File: src/hw/rtl/drd_pkg.sv
// drd_pkg: shared types, codes and a helper function of the detector response decoder
// no dependencies
package drd_pkg;

    localparam int MaxUpd = 5;
    localparam int CntW   = 3;

    typedef struct packed {
        logic        cmd;
        logic [7:0]  msg_type;
        logic [31:0] data_word;
        logic [3:0]  msg_len;
        logic        timeout_cmd_valid;
        logic [3:0]  timeout_command;
    } in_word_t;

    typedef struct packed {
        logic [4:0]  target;
        logic [31:0] value;
        logic        last;
    } out_word_t;

    typedef struct packed {
        logic [4:0]  target;
        logic [31:0] value;
    } upd_t;

    // register indexes
    localparam logic [1:0] RegHours   = 2'd0;
    localparam logic [1:0] RegTempOff = 2'd1;
    localparam logic [1:0] RegInvVolt = 2'd2;

    // type codes
    localparam logic [3:0] CodeStatus = 4'd2;
    localparam logic [3:0] CodeSerial = 4'd4;
    localparam logic [3:0] CodeOpTime = 4'd9;
    localparam logic [3:0] CodeSmoke  = 4'd11;
    localparam logic [3:0] CodeBatt   = 4'd12;
    localparam logic [3:0] CodeCnt1   = 4'd13;
    localparam logic [3:0] CodeCnt2   = 4'd14;

    localparam logic [4:0] TgtFlag   = 5'd0;
    localparam logic [4:0] TgtSerial = 5'd1;
    localparam logic [4:0] TgtOpTime = 5'd2;
    localparam logic [4:0] TgtSmoke  = 5'd3;
    localparam logic [4:0] TgtVolt   = 5'd6;
    localparam logic [4:0] TgtTemp   = 5'd7;
    localparam logic [4:0] TgtCnt1   = 5'd8;
    localparam logic [4:0] TgtCnt2   = 5'd12;
    localparam logic [4:0] TgtAlarm  = 5'd14;
    localparam logic [4:0] TgtButton = 5'd15;
    localparam logic [4:0] TgtFault  = 5'd16;

    // item kinds, selected in the first stage
    typedef enum logic [2:0] {
        KindNone, KindSerial, KindOpTime, KindSmoke, KindBatt, KindCnt, KindStatus
    } kind_t;

    // knx two-byte float of a value already saturated to 28 bits signed;
    // the exponent follows from the highest bit that differs from the sign
    function automatic logic [15:0] knx_float(input logic signed [27:0] v);
        logic [3:0]          e;
        logic signed [27:0]  m;
        logic [11:0]         u;
        e = 4'd0;
        for (int k = 15; k >= 1; k--) begin
            if (e == 4'd0 && (v[10 + k] != v[27])) begin
                e = k[3:0];
            end
        end
        // arithmetic shift floors, which matches the model for both signs
        m = v >>> e;
        u = m[11:0];
        return {u[11], e, u[10:0]};
    endfunction

endpackage

File: src/hw/rtl/drd_decode.sv
// drd_decode: stage one and two, classifies a word and forms raw arithmetic
// depends on drd_pkg
module drd_decode (
    input  logic               clk,
    input  logic               rst_n,
    input  logic               in_v,
    input  drd_pkg::in_word_t  in_w,
    input  logic               adv,
    input  logic               hours_mode,
    input  logic signed [7:0]  temp_offset,
    input  logic signed [26:0] inv_volt,
    output logic               s2_v,
    output drd_pkg::kind_t     s2_kind,
    output logic               s2_tmo,
    output logic [31:0]        s2_w,
    output logic [29:0]        s2_op,
    output logic signed [35:0] s2_a,
    output logic signed [35:0] s2_b
);
    import drd_pkg::*;

    logic        s1_v_reg;
    kind_t       s1_kind_reg;
    logic        s1_tmo_reg;
    logic [31:0] s1_w_reg;
    logic        s1_inv_reg;
    kind_t       kind_next;
    logic [7:0]  ty;
    logic [3:0]  code;

    // classify the incoming word
    always_comb
    begin
        ty = (in_w.msg_type == 8'h82) ? 8'hC2 : in_w.msg_type;
        code = in_w.cmd ? in_w.timeout_command : ty[3:0];
        kind_next = KindNone;
        if (!in_w.cmd) begin
            if (ty[7:4] == 4'hC
                && in_w.msg_len == ((code == CodeCnt2) ? 4'd3 : 4'd5)) begin
                case (code)
                    CodeSerial: kind_next = KindSerial;
                    CodeOpTime: kind_next = KindOpTime;
                    CodeSmoke:  kind_next = KindSmoke;
                    CodeBatt:   kind_next = KindBatt;
                    CodeCnt1, CodeCnt2: kind_next = KindCnt;
                    CodeStatus: kind_next = KindStatus;
                    default:    kind_next = KindNone;
                endcase
            end
        end else if (in_w.timeout_cmd_valid) begin
            case (code)
                CodeSerial: kind_next = KindSerial;
                CodeOpTime: kind_next = KindOpTime;
                CodeSmoke:  kind_next = KindSmoke;
                CodeBatt:   kind_next = KindBatt;
                CodeCnt1, CodeCnt2: kind_next = KindCnt;
                default:    kind_next = KindNone;
            endcase
        end
    end

    // stage one registers
    always_ff @(posedge clk or negedge rst_n)
    begin
        if (!rst_n) begin
            s1_v_reg <= 1'b0;
        end else if (adv) begin
            s1_v_reg <= in_v;
        end
    end

    always_ff @(posedge clk)
    begin
        if (adv) begin
            s1_kind_reg <= kind_next;
            s1_tmo_reg  <= in_w.cmd;
            // counts one vs two are told apart by bit 0 of the code
            s1_w_reg    <= in_w.data_word;
            s1_inv_reg  <= code[0];
        end
    end

    // stage two: products and hour conversion
    logic               s2_v_reg;
    kind_t              s2_kind_reg;
    logic               s2_tmo_reg;
    logic [31:0]        s2_w_reg;
    logic [29:0]        s2_op_reg;
    logic signed [35:0] s2_a_reg;
    logic signed [35:0] s2_b_reg;
    logic [15:0]        hi16;
    logic [29:0]        secs;
    logic [60:0]        hrs_prod;
    logic [46:0]        volt_prod;

    always_comb
    begin
        hi16 = s1_w_reg[31:16];
        secs = s1_w_reg[31:2];
        // secs / 3600 by reciprocal: ceil(2^42/3600) is exact for 30-bit inputs
        hrs_prod = 61'(secs) * 61'd1221679587;
        // hi16 * 9184 / 5 by reciprocal: ceil(9184 * 2^20 / 5) is exact for 16 bits
        volt_prod = 47'(hi16) * 47'd1926024397;
    end

    always_ff @(posedge clk or negedge rst_n)
    begin
        if (!rst_n) begin
            s2_v_reg <= 1'b0;
        end else if (adv) begin
            s2_v_reg <= s1_v_reg;
        end
    end

    always_ff @(posedge clk)
    begin
        if (adv) begin
            s2_kind_reg <= s1_kind_reg;
            s2_tmo_reg  <= s1_tmo_reg;
            s2_w_reg    <= s1_w_reg;
            if (s1_kind_reg == KindCnt) begin
                s2_op_reg <= {29'd0, s1_inv_reg};
            end else begin
                s2_op_reg <= hours_mode ? 30'(hrs_prod >> 42) : secs;
            end
            if (s1_kind_reg == KindSmoke) begin
                s2_a_reg <= 36'(hi16) * 36'sd330;
            end else if (hi16 == 16'd1) begin
                s2_a_reg <= 36'(inv_volt);
            end else begin
                s2_a_reg <= 36'(volt_prod >> 20);
            end
            s2_b_reg <= 36'(s1_w_reg[15:8]) * 36'sd25 + 36'(s1_w_reg[7:0]) * 36'sd25
                        - 36'sd2000 + 36'(temp_offset) * 36'sd10;
        end
    end

    // for the counts kind s2_op carries the code lsb instead of a time
    assign s2_v    = s2_v_reg;
    assign s2_kind = s2_kind_reg;
    assign s2_tmo  = s2_tmo_reg;
    assign s2_w    = s2_w_reg;
    assign s2_op   = s2_op_reg;
    assign s2_a    = s2_a_reg;
    assign s2_b    = s2_b_reg;
endmodule

File: src/hw/rtl/drd_format.sv
// drd_format: stage three, scaling and float encoding into a list of updates
// depends on drd_pkg
module drd_format (
    input  logic               clk,
    input  logic               rst_n,
    input  logic               adv,
    input  logic               s2_v,
    input  drd_pkg::kind_t     s2_kind,
    input  logic               s2_tmo,
    input  logic [31:0]        s2_w,
    input  logic [29:0]        s2_op,
    input  logic signed [35:0] s2_a,
    input  logic signed [35:0] s2_b,
    output logic               s3_v,
    output drd_pkg::upd_t      s3_upd [drd_pkg::MaxUpd],
    output logic [drd_pkg::CntW-1:0] s3_cnt
);
    import drd_pkg::*;

    logic               v_reg;
    upd_t               upd_reg [MaxUpd];
    logic [CntW-1:0]    cnt_reg;
    upd_t               upd_next [MaxUpd];
    logic [CntW-1:0]    cnt_next;
    logic signed [35:0] volt;
    logic signed [35:0] smoke;
    logic [15:0]        fv;
    logic [15:0]        fs;
    logic [15:0]        ft;
    logic [7:0]         b0, b1, b2, b3;
    logic [4:0]         alarm;
    logic [4:0]         flt;
    logic [31:0]        ones;

    function automatic logic signed [27:0] sat(input logic signed [35:0] x);
        if (x > 36'sd67076096) begin
            return 28'sd67076096;
        end else if (x < -36'sd67108864) begin
            return -28'sd67108864;
        end
        return x[27:0];
    endfunction

    // build the update list
    always_comb
    begin
        b0 = s2_w[31:24];
        b1 = s2_w[23:16];
        b2 = s2_w[15:8];
        b3 = s2_w[7:0];
        ones = '1;
        // voltage already scaled, or the invalid value as is
        smoke = s2_a >>> 10;
        volt = s2_a;
        fs = knx_float(sat(smoke));
        fv = knx_float(sat(volt));
        ft = knx_float(sat(s2_b));
        alarm = '0;
        if (b0[4] || b1[2] || b1[3]) alarm[0] = 1'b1;
        if (b1[5] || b1[6]) alarm[1] = 1'b1;
        if (b1[4]) alarm[2] = 1'b1;
        if (b1[7]) alarm[3] = 1'b1;
        flt = '0;
        if (b1[0]) flt[0] = 1'b1;
        if (b0[1]) begin
            if (b3[2]) flt[1] = 1'b1;
            if (b3[4]) flt[2] = 1'b1;
            if (b3[1] || b3[3]) flt[3] = 1'b1;
        end
        if (b0[0]) flt[4] = 1'b1;
        for (int i = 0; i < MaxUpd; i++) begin
            upd_next[i] = '0;
        end
        upd_next[0] = '{TgtFlag, {31'd0, s2_tmo}};
        cnt_next = 3'd1;
        case (s2_kind)
            KindSerial:
            begin
                upd_next[1] = '{TgtSerial, s2_tmo ? 32'd0 : s2_w};
                cnt_next = 3'd2;
            end
            KindOpTime:
            begin
                upd_next[1] = '{TgtOpTime, s2_tmo ? 32'd0 : {2'd0, s2_op}};
                cnt_next = 3'd2;
            end
            KindSmoke:
            begin
                upd_next[1] = '{TgtSmoke, s2_tmo ? ones : {16'd0, fs}};
                upd_next[2] = '{5'd4, s2_tmo ? ones : {24'd0, b2}};
                upd_next[3] = '{5'd5, s2_tmo ? ones : {24'd0, b3}};
                cnt_next = 3'd4;
            end
            KindBatt:
            begin
                upd_next[1] = '{TgtVolt, s2_tmo ? 32'd0 : {16'd0, fv}};
                upd_next[2] = '{TgtTemp, s2_tmo ? 32'd0 : {16'd0, ft}};
                cnt_next = 3'd3;
            end
            KindCnt:
            begin
                // bit 0 of s2_op holds the code lsb: 1 counts one, 0 two
                if (s2_op[0]) begin
                    upd_next[1] = '{TgtCnt1, s2_tmo ? ones : {24'd0, b0}};
                    upd_next[2] = '{5'd9, s2_tmo ? ones : {24'd0, b1}};
                    upd_next[3] = '{5'd10, s2_tmo ? ones : {24'd0, b2}};
                    upd_next[4] = '{5'd11, s2_tmo ? ones : {24'd0, b3}};
                    cnt_next = 3'd5;
                end else begin
                    upd_next[1] = '{TgtCnt2, s2_tmo ? ones : {24'd0, b0}};
                    upd_next[2] = '{5'd13, s2_tmo ? ones : {24'd0, b1}};
                    cnt_next = 3'd3;
                end
            end
            KindStatus:
            begin
                upd_next[1] = '{TgtAlarm, {27'd0, alarm}};
                if (b0[3]) begin
                    upd_next[2] = '{TgtButton, 32'd1};
                    upd_next[3] = '{TgtFault, {27'd0, flt}};
                    cnt_next = 3'd4;
                end else begin
                    upd_next[2] = '{TgtFault, {27'd0, flt}};
                    cnt_next = 3'd3;
                end
            end
            default:
            begin
                cnt_next = 3'd1;
            end
        endcase
    end

    always_ff @(posedge clk or negedge rst_n)
    begin
        if (!rst_n) begin
            v_reg <= 1'b0;
        end else if (adv) begin
            v_reg <= s2_v;
        end
    end

    always_ff @(posedge clk)
    begin
        if (adv) begin
            upd_reg <= upd_next;
            cnt_reg <= cnt_next;
        end
    end

    assign s3_v   = v_reg;
    assign s3_upd = upd_reg;
    assign s3_cnt = cnt_reg;
endmodule

File: src/hw/rtl/detector_response_decoder.sv
// detector_response_decoder: top level, config registers, pipeline and output sequencer
// depends on drd_pkg, drd_decode, drd_format
//
// Usage: an input word (response or timeout event) is offered with in_valid and
// taken when in_stall is low. Each word yields one to five output words on
// out_valid/out_stall, the first always the comm timeout flag, the final one
// marked by last. Configuration is written through cfg_we/cfg_index/cfg_data;
// the user must do so while the block is idle, the block does not enforce it.
// Pipeline: an accepted input word passes three register stages (decode one
// and two, format three), then the sequencer, before its first output word.
// Throughput: one output word per cycle while out_stall is low; an input word
// yields one to five updates; the output sequencer sets this rate. The register
// stages advance while the sequencer has room or stage three is empty; with it
// full, a receiver stall holds all stages and nothing is lost or repeated.
// Reset clears all valid bits and the configuration registers.
module detector_response_decoder (
    input  logic                clk,
    input  logic                rst_n,
    input  logic                in_valid,
    output logic                in_stall,
    input  drd_pkg::in_word_t   in_data,
    output logic                out_valid,
    input  logic                out_stall,
    output drd_pkg::out_word_t  out_data,
    input  logic                cfg_we,
    input  logic [1:0]          cfg_index,
    input  logic [26:0]         cfg_data
);
    import drd_pkg::*;

    logic               hours_reg;
    logic signed [7:0]  toff_reg;
    logic signed [26:0] inv_reg;

    // configuration registers
    always_ff @(posedge clk or negedge rst_n)
    begin
        if (!rst_n) begin
            hours_reg <= 1'b0;
            toff_reg  <= '0;
            inv_reg   <= '0;
        end else if (cfg_we) begin
            case (cfg_index)
                RegHours:   hours_reg <= cfg_data[0];
                RegTempOff: toff_reg  <= cfg_data[7:0];
                RegInvVolt: inv_reg   <= cfg_data;
                default:    ;
            endcase
        end
    end

    logic               adv;
    logic               s2_v;
    kind_t              s2_kind;
    logic               s2_tmo;
    logic [31:0]        s2_w;
    logic [29:0]        s2_op;
    logic signed [35:0] s2_a;
    logic signed [35:0] s2_b;
    logic               s3_v;
    upd_t               s3_upd [MaxUpd];
    logic [CntW-1:0]    s3_cnt;

    drd_decode u_dec (
        .clk, .rst_n, .in_v(in_valid), .in_w(in_data), .adv,
        .hours_mode(hours_reg), .temp_offset(toff_reg), .inv_volt(inv_reg),
        .s2_v, .s2_kind, .s2_tmo, .s2_w, .s2_op, .s2_a, .s2_b
    );

    drd_format u_fmt (
        .clk, .rst_n, .adv, .s2_v, .s2_kind, .s2_tmo, .s2_w, .s2_op,
        .s2_a, .s2_b, .s3_v, .s3_upd, .s3_cnt
    );

    // output sequencer: holds one update list, emits one word per cycle while out_stall is low
    logic               q_v_reg;
    upd_t               q_upd_reg [MaxUpd];
    logic [CntW-1:0]    q_cnt_reg;
    logic [CntW-1:0]    q_idx_reg;
    logic               q_take;
    logic               q_done;

    assign q_done = out_valid && !out_stall && (q_idx_reg == q_cnt_reg - 3'd1);
    assign q_take = !q_v_reg || q_done;
    assign adv    = q_take || !s3_v;
    assign in_stall = !adv;

    always_ff @(posedge clk or negedge rst_n)
    begin
        if (!rst_n) begin
            q_v_reg   <= 1'b0;
            q_idx_reg <= '0;
        end else begin
            if (q_take && adv) begin
                q_v_reg   <= s3_v;
                q_idx_reg <= '0;
            end else if (out_valid && !out_stall) begin
                q_idx_reg <= q_idx_reg + 3'd1;
            end
        end
    end

    always_ff @(posedge clk)
    begin
        if (q_take && adv) begin
            q_upd_reg <= s3_upd;
            q_cnt_reg <= s3_cnt;
        end
    end

    assign out_valid       = q_v_reg;
    assign out_data.target = q_upd_reg[q_idx_reg].target;
    assign out_data.value  = q_upd_reg[q_idx_reg].value;
    assign out_data.last   = (q_idx_reg == q_cnt_reg - 3'd1);

    // sequencer index never passes the list length
    a_idx: assert property (@(posedge clk) disable iff (!rst_n)
        q_v_reg |-> (q_idx_reg < q_cnt_reg))
        else $error("update index beyond list");
    // the first word of every list is the comm flag
    a_first: assert property (@(posedge clk) disable iff (!rst_n)
        (q_v_reg && q_idx_reg == 3'd0) |-> (out_data.target == TgtFlag))
        else $error("list does not start with flag");
    // a held word stays the same under stall
    a_hold: assert property (@(posedge clk) disable iff (!rst_n)
        (out_valid && out_stall) |=> (out_valid && $stable(q_idx_reg)))
        else $error("stalled word changed");
endmodule
File: config.mk
export PLATFORM = sky130hd
export DESIGN_NAME = detector_response_decoder
export DESIGN_NICKNAME = d
export VERILOG_FILES = /design/src/hw/rtl/drd_pkg.sv /design/src/hw/rtl/drd_decode.sv /design/src/hw/rtl/drd_format.sv /design/src/hw/rtl/detector_response_decoder.sv
export SDC_FILE = /design/constraint.sdc
export NUM_CORES = 2
export LEC_CHECK = 0
export ABC_AREA = 1
export BUFFER_PORTS_ARGS = -buffer_cell sky130_fd_sc_hd__buf_2
export CAP_MARGIN = 20
export CORE_UTILIZATION = 55
export DETAILED_ROUTE_END_ITERATION = 8
export GPL_ROUTABILITY_DRIVEN = 0
export PLACE_DENSITY = 0.79
export SYNTH_ARGS = -nofsm -noshare
export SYNTH_HDL_FRONTEND = slang
export SYNTH_SLANG_ARGS = --single-unit
File: constraint.sdc
create_clock -name clk -period 20.8 [get_ports clk]
set_input_delay 2.08 -clock clk [delete_from_list [all_inputs] [get_ports clk]]
set_output_delay 2.08 -clock clk [all_outputs]
set_load 0.05 [all_outputs]
Yosys cells after proc, flatten, opt, wreduce, memory -nomap -nowiden --
Index checks and enable logic that the tools add are counted.
Word-level totals: register bits 514, input port bits 84, output and inout bits 40
Cells by class: add/sub/neg operators 5, multiply operators 6, magnitude comparators 7, eq/ne operators 67, shift operators 3, mux-type cells 106, bitwise operators 2, reductions and logical operators 108
Operator list (count):
- 28-bit 2-to-1 mux | 9
- 36-bit case mux with 6 select lines | 1
- 32-bit 2-to-1 mux | 6
- 4-bit 2-to-1 mux | 46
- 4-bit logical NOT | 42
- 37-bit 2-to-1 mux | 4
- 37-bit case mux with 4 select lines | 1
- 37-bit binary-select mux with 3-bit select | 1
- 37-bit case mux with 3 select lines | 1
- 28-bit by 4-bit >>> shifter with 12-bit output | 3
- 73-bit 2-to-1 mux | 1
- 72-bit 2-to-1 mux | 1
- 30-bit by 31-bit multiplier with 61-bit output, second input constant | 1
- 16-bit by 31-bit multiplier with 47-bit output, second input constant | 1
- 1-bit logical AND | 46
- 1-bit inequality test | 45
- 36-bit adder | 1
- 36-bit by 27-bit greater-than comparator with 1-bit output, second input constant | 1
- 36-bit by 27-bit < comparator with 1-bit output, second input constant | 1
- 36-bit by 3-bit multiplier with 35-bit output, second input constant | 1
- 36-bit by 11-bit subtractor with 36-bit output, second input constant | 1
- 16-bit 2-to-1 mux | 2
- 30-bit 2-to-1 mux | 1
- 3-bit case mux with 5 select lines | 2
- other kinds (37) | 85

Longest topological paths before layout --
word-level depth 51, mapped depth 41, gate-level depth less buffers 41

By module --
A second synthesis with hierarchy kept.
Second synthesis, totals: cells, all modules 6816, area total of the unflattened synthesis 55627.1 µm²
By module, submodules not included:
- drd_decode | times used 1, cells an instance 4520, area each 36880.4 µm², seq. area each 5064.9 µm²
- drd_format | times used 1, cells an instance 1589, area each 9870.7 µm², seq. area each 2547.4 µm²
- detector_response_decoder | times used 1, cells an instance 707, area each 8876.0 µm², seq. area each 6646.4 µm²

Worst setup path after synthesis --
No wires, ideal clock.
path type input to register, from in out_stall, to reg u_dec.s1_v_reg, library setup time 379 ps, arrival 10284 ps, path slack 10137 ps, stages on the path 6, buffers on the path 0, path through inv_1 > nand2_1 > nand2_1 > nor2_1 > inv_1 > o21ai_0
On the way: longest elaborated chain between the ends 5
Ends and longest elaborated chain:
- start, declared | line detector_response_decoder.sv:23 | input logic out_stall,
- 1-bit logical NOT | line detector_response_decoder.sv:83 | assign q_done = out_valid && !out_stall && (q_idx_reg == q_cnt_reg - 3'd1);
- 1-bit logical AND (2 in series) | line detector_response_decoder.sv:83
- 1-bit logical OR | line detector_response_decoder.sv:84 | assign q_take = !q_v_reg || q_done;
- 1-bit logical OR | line detector_response_decoder.sv:85 | assign adv = q_take || !s3_v;
- end signal, assigned | line drd_decode.sv:68 | s1_v_reg <= in_v;
- end, declared | line drd_decode.sv:22 | logic s1_v_reg;
No other way between the ends. A chain may end at the register's enable or synchronous reset.

Final worst setup path --
from reg u_dec.s1_w_reg[21], to reg u_dec.s2_op_reg[18] (netlist: u_dec.s2_op[18]) (data pin)
On the way: longest elaborated chain between the ends 2
Ends and longest elaborated chain:
- start, declared | line drd_decode.sv:25 | logic [31:0] s1_w_reg;
- start signal, assigned | line drd_decode.sv:78 | s1_w_reg <= in_w.data_word;
- 30-bit by 31-bit multiplier with 61-bit output | line drd_decode.sv:101 | hrs_prod = 61'(secs) * 61'd1221679587;
- 19-bit 2-to-1 mux | line drd_decode.sv:124 | s2_op_reg <= hours_mode ? 30'(hrs_prod >> 42) : secs;
- end signal, assigned | line drd_decode.sv:122 | s2_op_reg <= {29'd0, s1_inv_reg};
- end signal, assigned | line drd_decode.sv:124
- end, declared | line drd_decode.sv:88 | logic [29:0] s2_op_reg;
No other way between the ends.

==> results.md <==
- Status: finished with violations
- Failing checks: DRC
- Setup TNS Final: 0 ns
- Worst endpoint data arrival time: approximately 8.6 ns
- Routed Antenna Nets: 0
- Initial Utilization: a little under three fifths
- Fin Clk Skew: between 0.04 and 0.05 ns
- N_diodes: 0
- Synth Area in Compound Gates: about 8.7%
- Synth unique cells: 67
- Most frequent cells in the layout: inv_1 (993), nand2_1 (775), ha_1 (683), fa_1 (488), edfxtp_1 (335)
- Post-synthesis mux area share: less than 1%
- CP max-delay cell: edfxtp_1
- Layout cells sized above 1: roughly 6%
- Register area share after synthesis: between 20% and 30%
- Net count after synthesis: 6181
- Rel. slew slack: about 29%
- Post-DR vias/cell: approximately 6
- CP endpoint kind: flip-flop
- Main synth FF type: edfxtp_1
- Combinational family with the most area after synthesis: adder cells
- Synth Area in XOR/XNOR: around 1.8%
- All-layer global routing usage: about a third
- Largest net degree at the start of global routing: roughly 120
- Worst Max-Slew Pin Slew: between 1 and 1.5 ns
- Ys async rst share: approximately 11%
- Deepest clock path buffer count: 3
- Simple-gate share of the synthesized area: 14.0%
- Tcrit/Tclk final: roughly two fifths
- Post-synth EDFFs: 335
- Critical path startpoint category: flip-flop
- Number of global-route vias before repair: between 30000 and 40000
- Inserted Clock Buffers: 40
- Netlist Area Pre-Place: roughly 45000 sq um
- Port-buffer cells: ~120
- Cells after Synth: about 4900
- Peak Freq: 0.121 GHz
- Worst-path clk slew: around 0.070 ns
- Most common cell after layout, fill and taps aside: inv_1
- Buf+Inv Stages, Crit Path: 6
- Chip height: 288 microns
- R2r setup slk: ~13 ns
- Final setup fails: 0
- Die area: a little over 80000 sq um
- Post-CTS Setup Repair Bufs: 0
- Crit Path Class: flip-flop to flip-flop
- Post-CTS Resized: 0
- Hold_buf cts: 0
- Clock latency at the later pin of the worst-skew pair: ~0.61 ns
- Total Routed Length: between 100000 and 150000 microns
- Die Width: roughly 290 microns
- Gr ovfl total: 0
- H-tree depth: 2
- 1st-iter DRT viols: 3830
- CP Data Required Time: about 21 ns
- Max-slew violation count: 0
- Most used cell, CP: fa_1
- Post-DP HPWL: 105000 microns
- Fin util: about three fifths
- Drt first pass iters: 9
- WL/cell: roughly 21 microns
- DRC: 28
- Hold Vio Cnt, Final: 0
- CTS root buffer: clkbuf_16
- Yosys reg bits: 378
- Synth Area per Inst: between 9 and 10 sq um
- Minimum clock period: 8.28 ns
- P&R area growth vs syn: 7.24%
- Setup repair after global routing missed its margin: false
- First-pass GRT wire length: about 200000 microns
- Crit-path max FO: 15
- CTS tree: built
- TritonCTS Sinks: between 300 and 400
- FP Rows: around 100
- Initial antenna violation count: 6
- HP Class: flip-flop to flip-flop
- Critical Path Max Stage Delay: roughly 0.76 ns
- Final #Nets: 6292
- Core area: 80700 sq um
- Top-Level Pins: between 100 and 150
- Max_cap viols: 0
- Delay-heaviest family, CP: adder cells
- Adder-Cell Fraction of Synth Area: 40.8%
- Warnings from Yosys: 0
- Via count: roughly 36000
==> routing by layer <==
| metal | track usage [%] | up-vias | part of all wire, % |
|---|---|---|---|
| li1 | - | 16370 | - |
| met2 | 51.4 | 2072 | 46 |
| met1 | 38.9 | 17194 | 37 |
| met5 | 0 | - | 0.062 |
| met4 | 16.7 | 12 | 6.2 |
| met3 | 8.06 | 512 | 11 |
==> worst reg2reg max path, delay by kind of cell, from the launching register on <==
kind | cells | cell delay (ns)
and+or+nand+nor | 3 | 0.38
DFF | 1 | 0.76
AOI/OAI and AO/OA | 9 | 1.66
xor gates and xnor gates | 1 | 0.15
buffers and inverters | 6 | 0.37
adders and majority gates | 9 | 4.69
==> cell usage after synthesis (all sizes together), types with 2 or more instances <==
cell type / n / area [sq um]
inv: 1001 / 3760
nand2: 782 / 2960
ha: 683 / 8550
fa: 488 / 9770
edfxtp: 335 / 10100
nand3: 332 / 1700
nor2: 275 / 1050
a21oi: 264 / 1320
o21ai: 248 / 1250
xor2: 62 / 543
clkbuf: 52 / 195
dfrtp: 43 / 1080
o211ai: 42 / 320
buf: 40 / 238
xnor2: 32 / 280
nand4: 31 / 224
nor3: 21 / 121
mux2: 18 / 203
o221ai: 15 / 131
a31oi: 14 / 87.6
or2: 14 / 87.6
a21o: 12 / 90.1
a22oi: 12 / 90.1
clkinv: 12 / 46.3
o2111ai: 11 / 96.3
o21a: 11 / 82.6
nor4: 10 / 62.6
o21bai: 10 / 75.1
nand3b: 8 / 60.1
a211oi: 7 / 52.6
o31ai: 7 / 52.6
a21boi: 6 / 45.0
a221oi: 4 / 35.0
o22ai: 4 / 25.0
o221a: 3 / 33.8
o311ai: 3 / 26.3
a41oi: 2 / 25.0
mux2i: 2 / 20.0
==> final timing paths <==
check                                        start  depth (start not counted)               to
max in group asynchronous                    rst_n                          2      toff_reg[7]
worst max-delay path            u_dec.s1_w_reg[21]                         28  u_dec.s2_op[18]
worst max register to register  u_dec.s1_w_reg[21]                         28  u_dec.s2_op[18]
worst min register to register    u_fmt.s3_upd[75]                          0    q_upd_reg[75]
worst min-delay path              u_fmt.s3_upd[75]                          0    q_upd_reg[75]
min in group asynchronous                    rst_n                          2      inv_reg[26]
==> cell families (layout without fill, tap and decap cells) <==
family                   count (synthesis)  after routing
AND/OR/NAND/NOR                       1475           1475
flip-flops                             378            378
XOR/XNOR                                94             94
buffers and inverters                 1105           1248
adder cells (fa/ha/maj)               1171           1171
multiplexers                            20             20
AO/OA/AOI/OAI                          683            683
==> through the flow <==
step	std cells	hold slack (ns)	setup slack (ns)	instance area, sq um
floorplan	4926	0.400	10.14	44900
global placement	6050	0.401	12.93	46700
detailed placement	6050	0.405	12.70	46700
CTS	6124	0.414	12.64	48100
global route	6129	0.421	12.13	48200
finish	6129	0.416	12.52	48200
==> area by class of cell <==
cell class,count,area (sq um)
Timing Repair Buffer,161,976
Sequential cell,378,11100
Fill cell,6556,32500
Clock inverter,24,231
Clock buffer,50,1120
Multi-Input combinational cell,3443,29600
Inverter,1013,3810
Tap cell,1060,1330
Power is not shown: default switching activity piles up to over one toggle a cycle in this logic, so the estimate is an artifact.
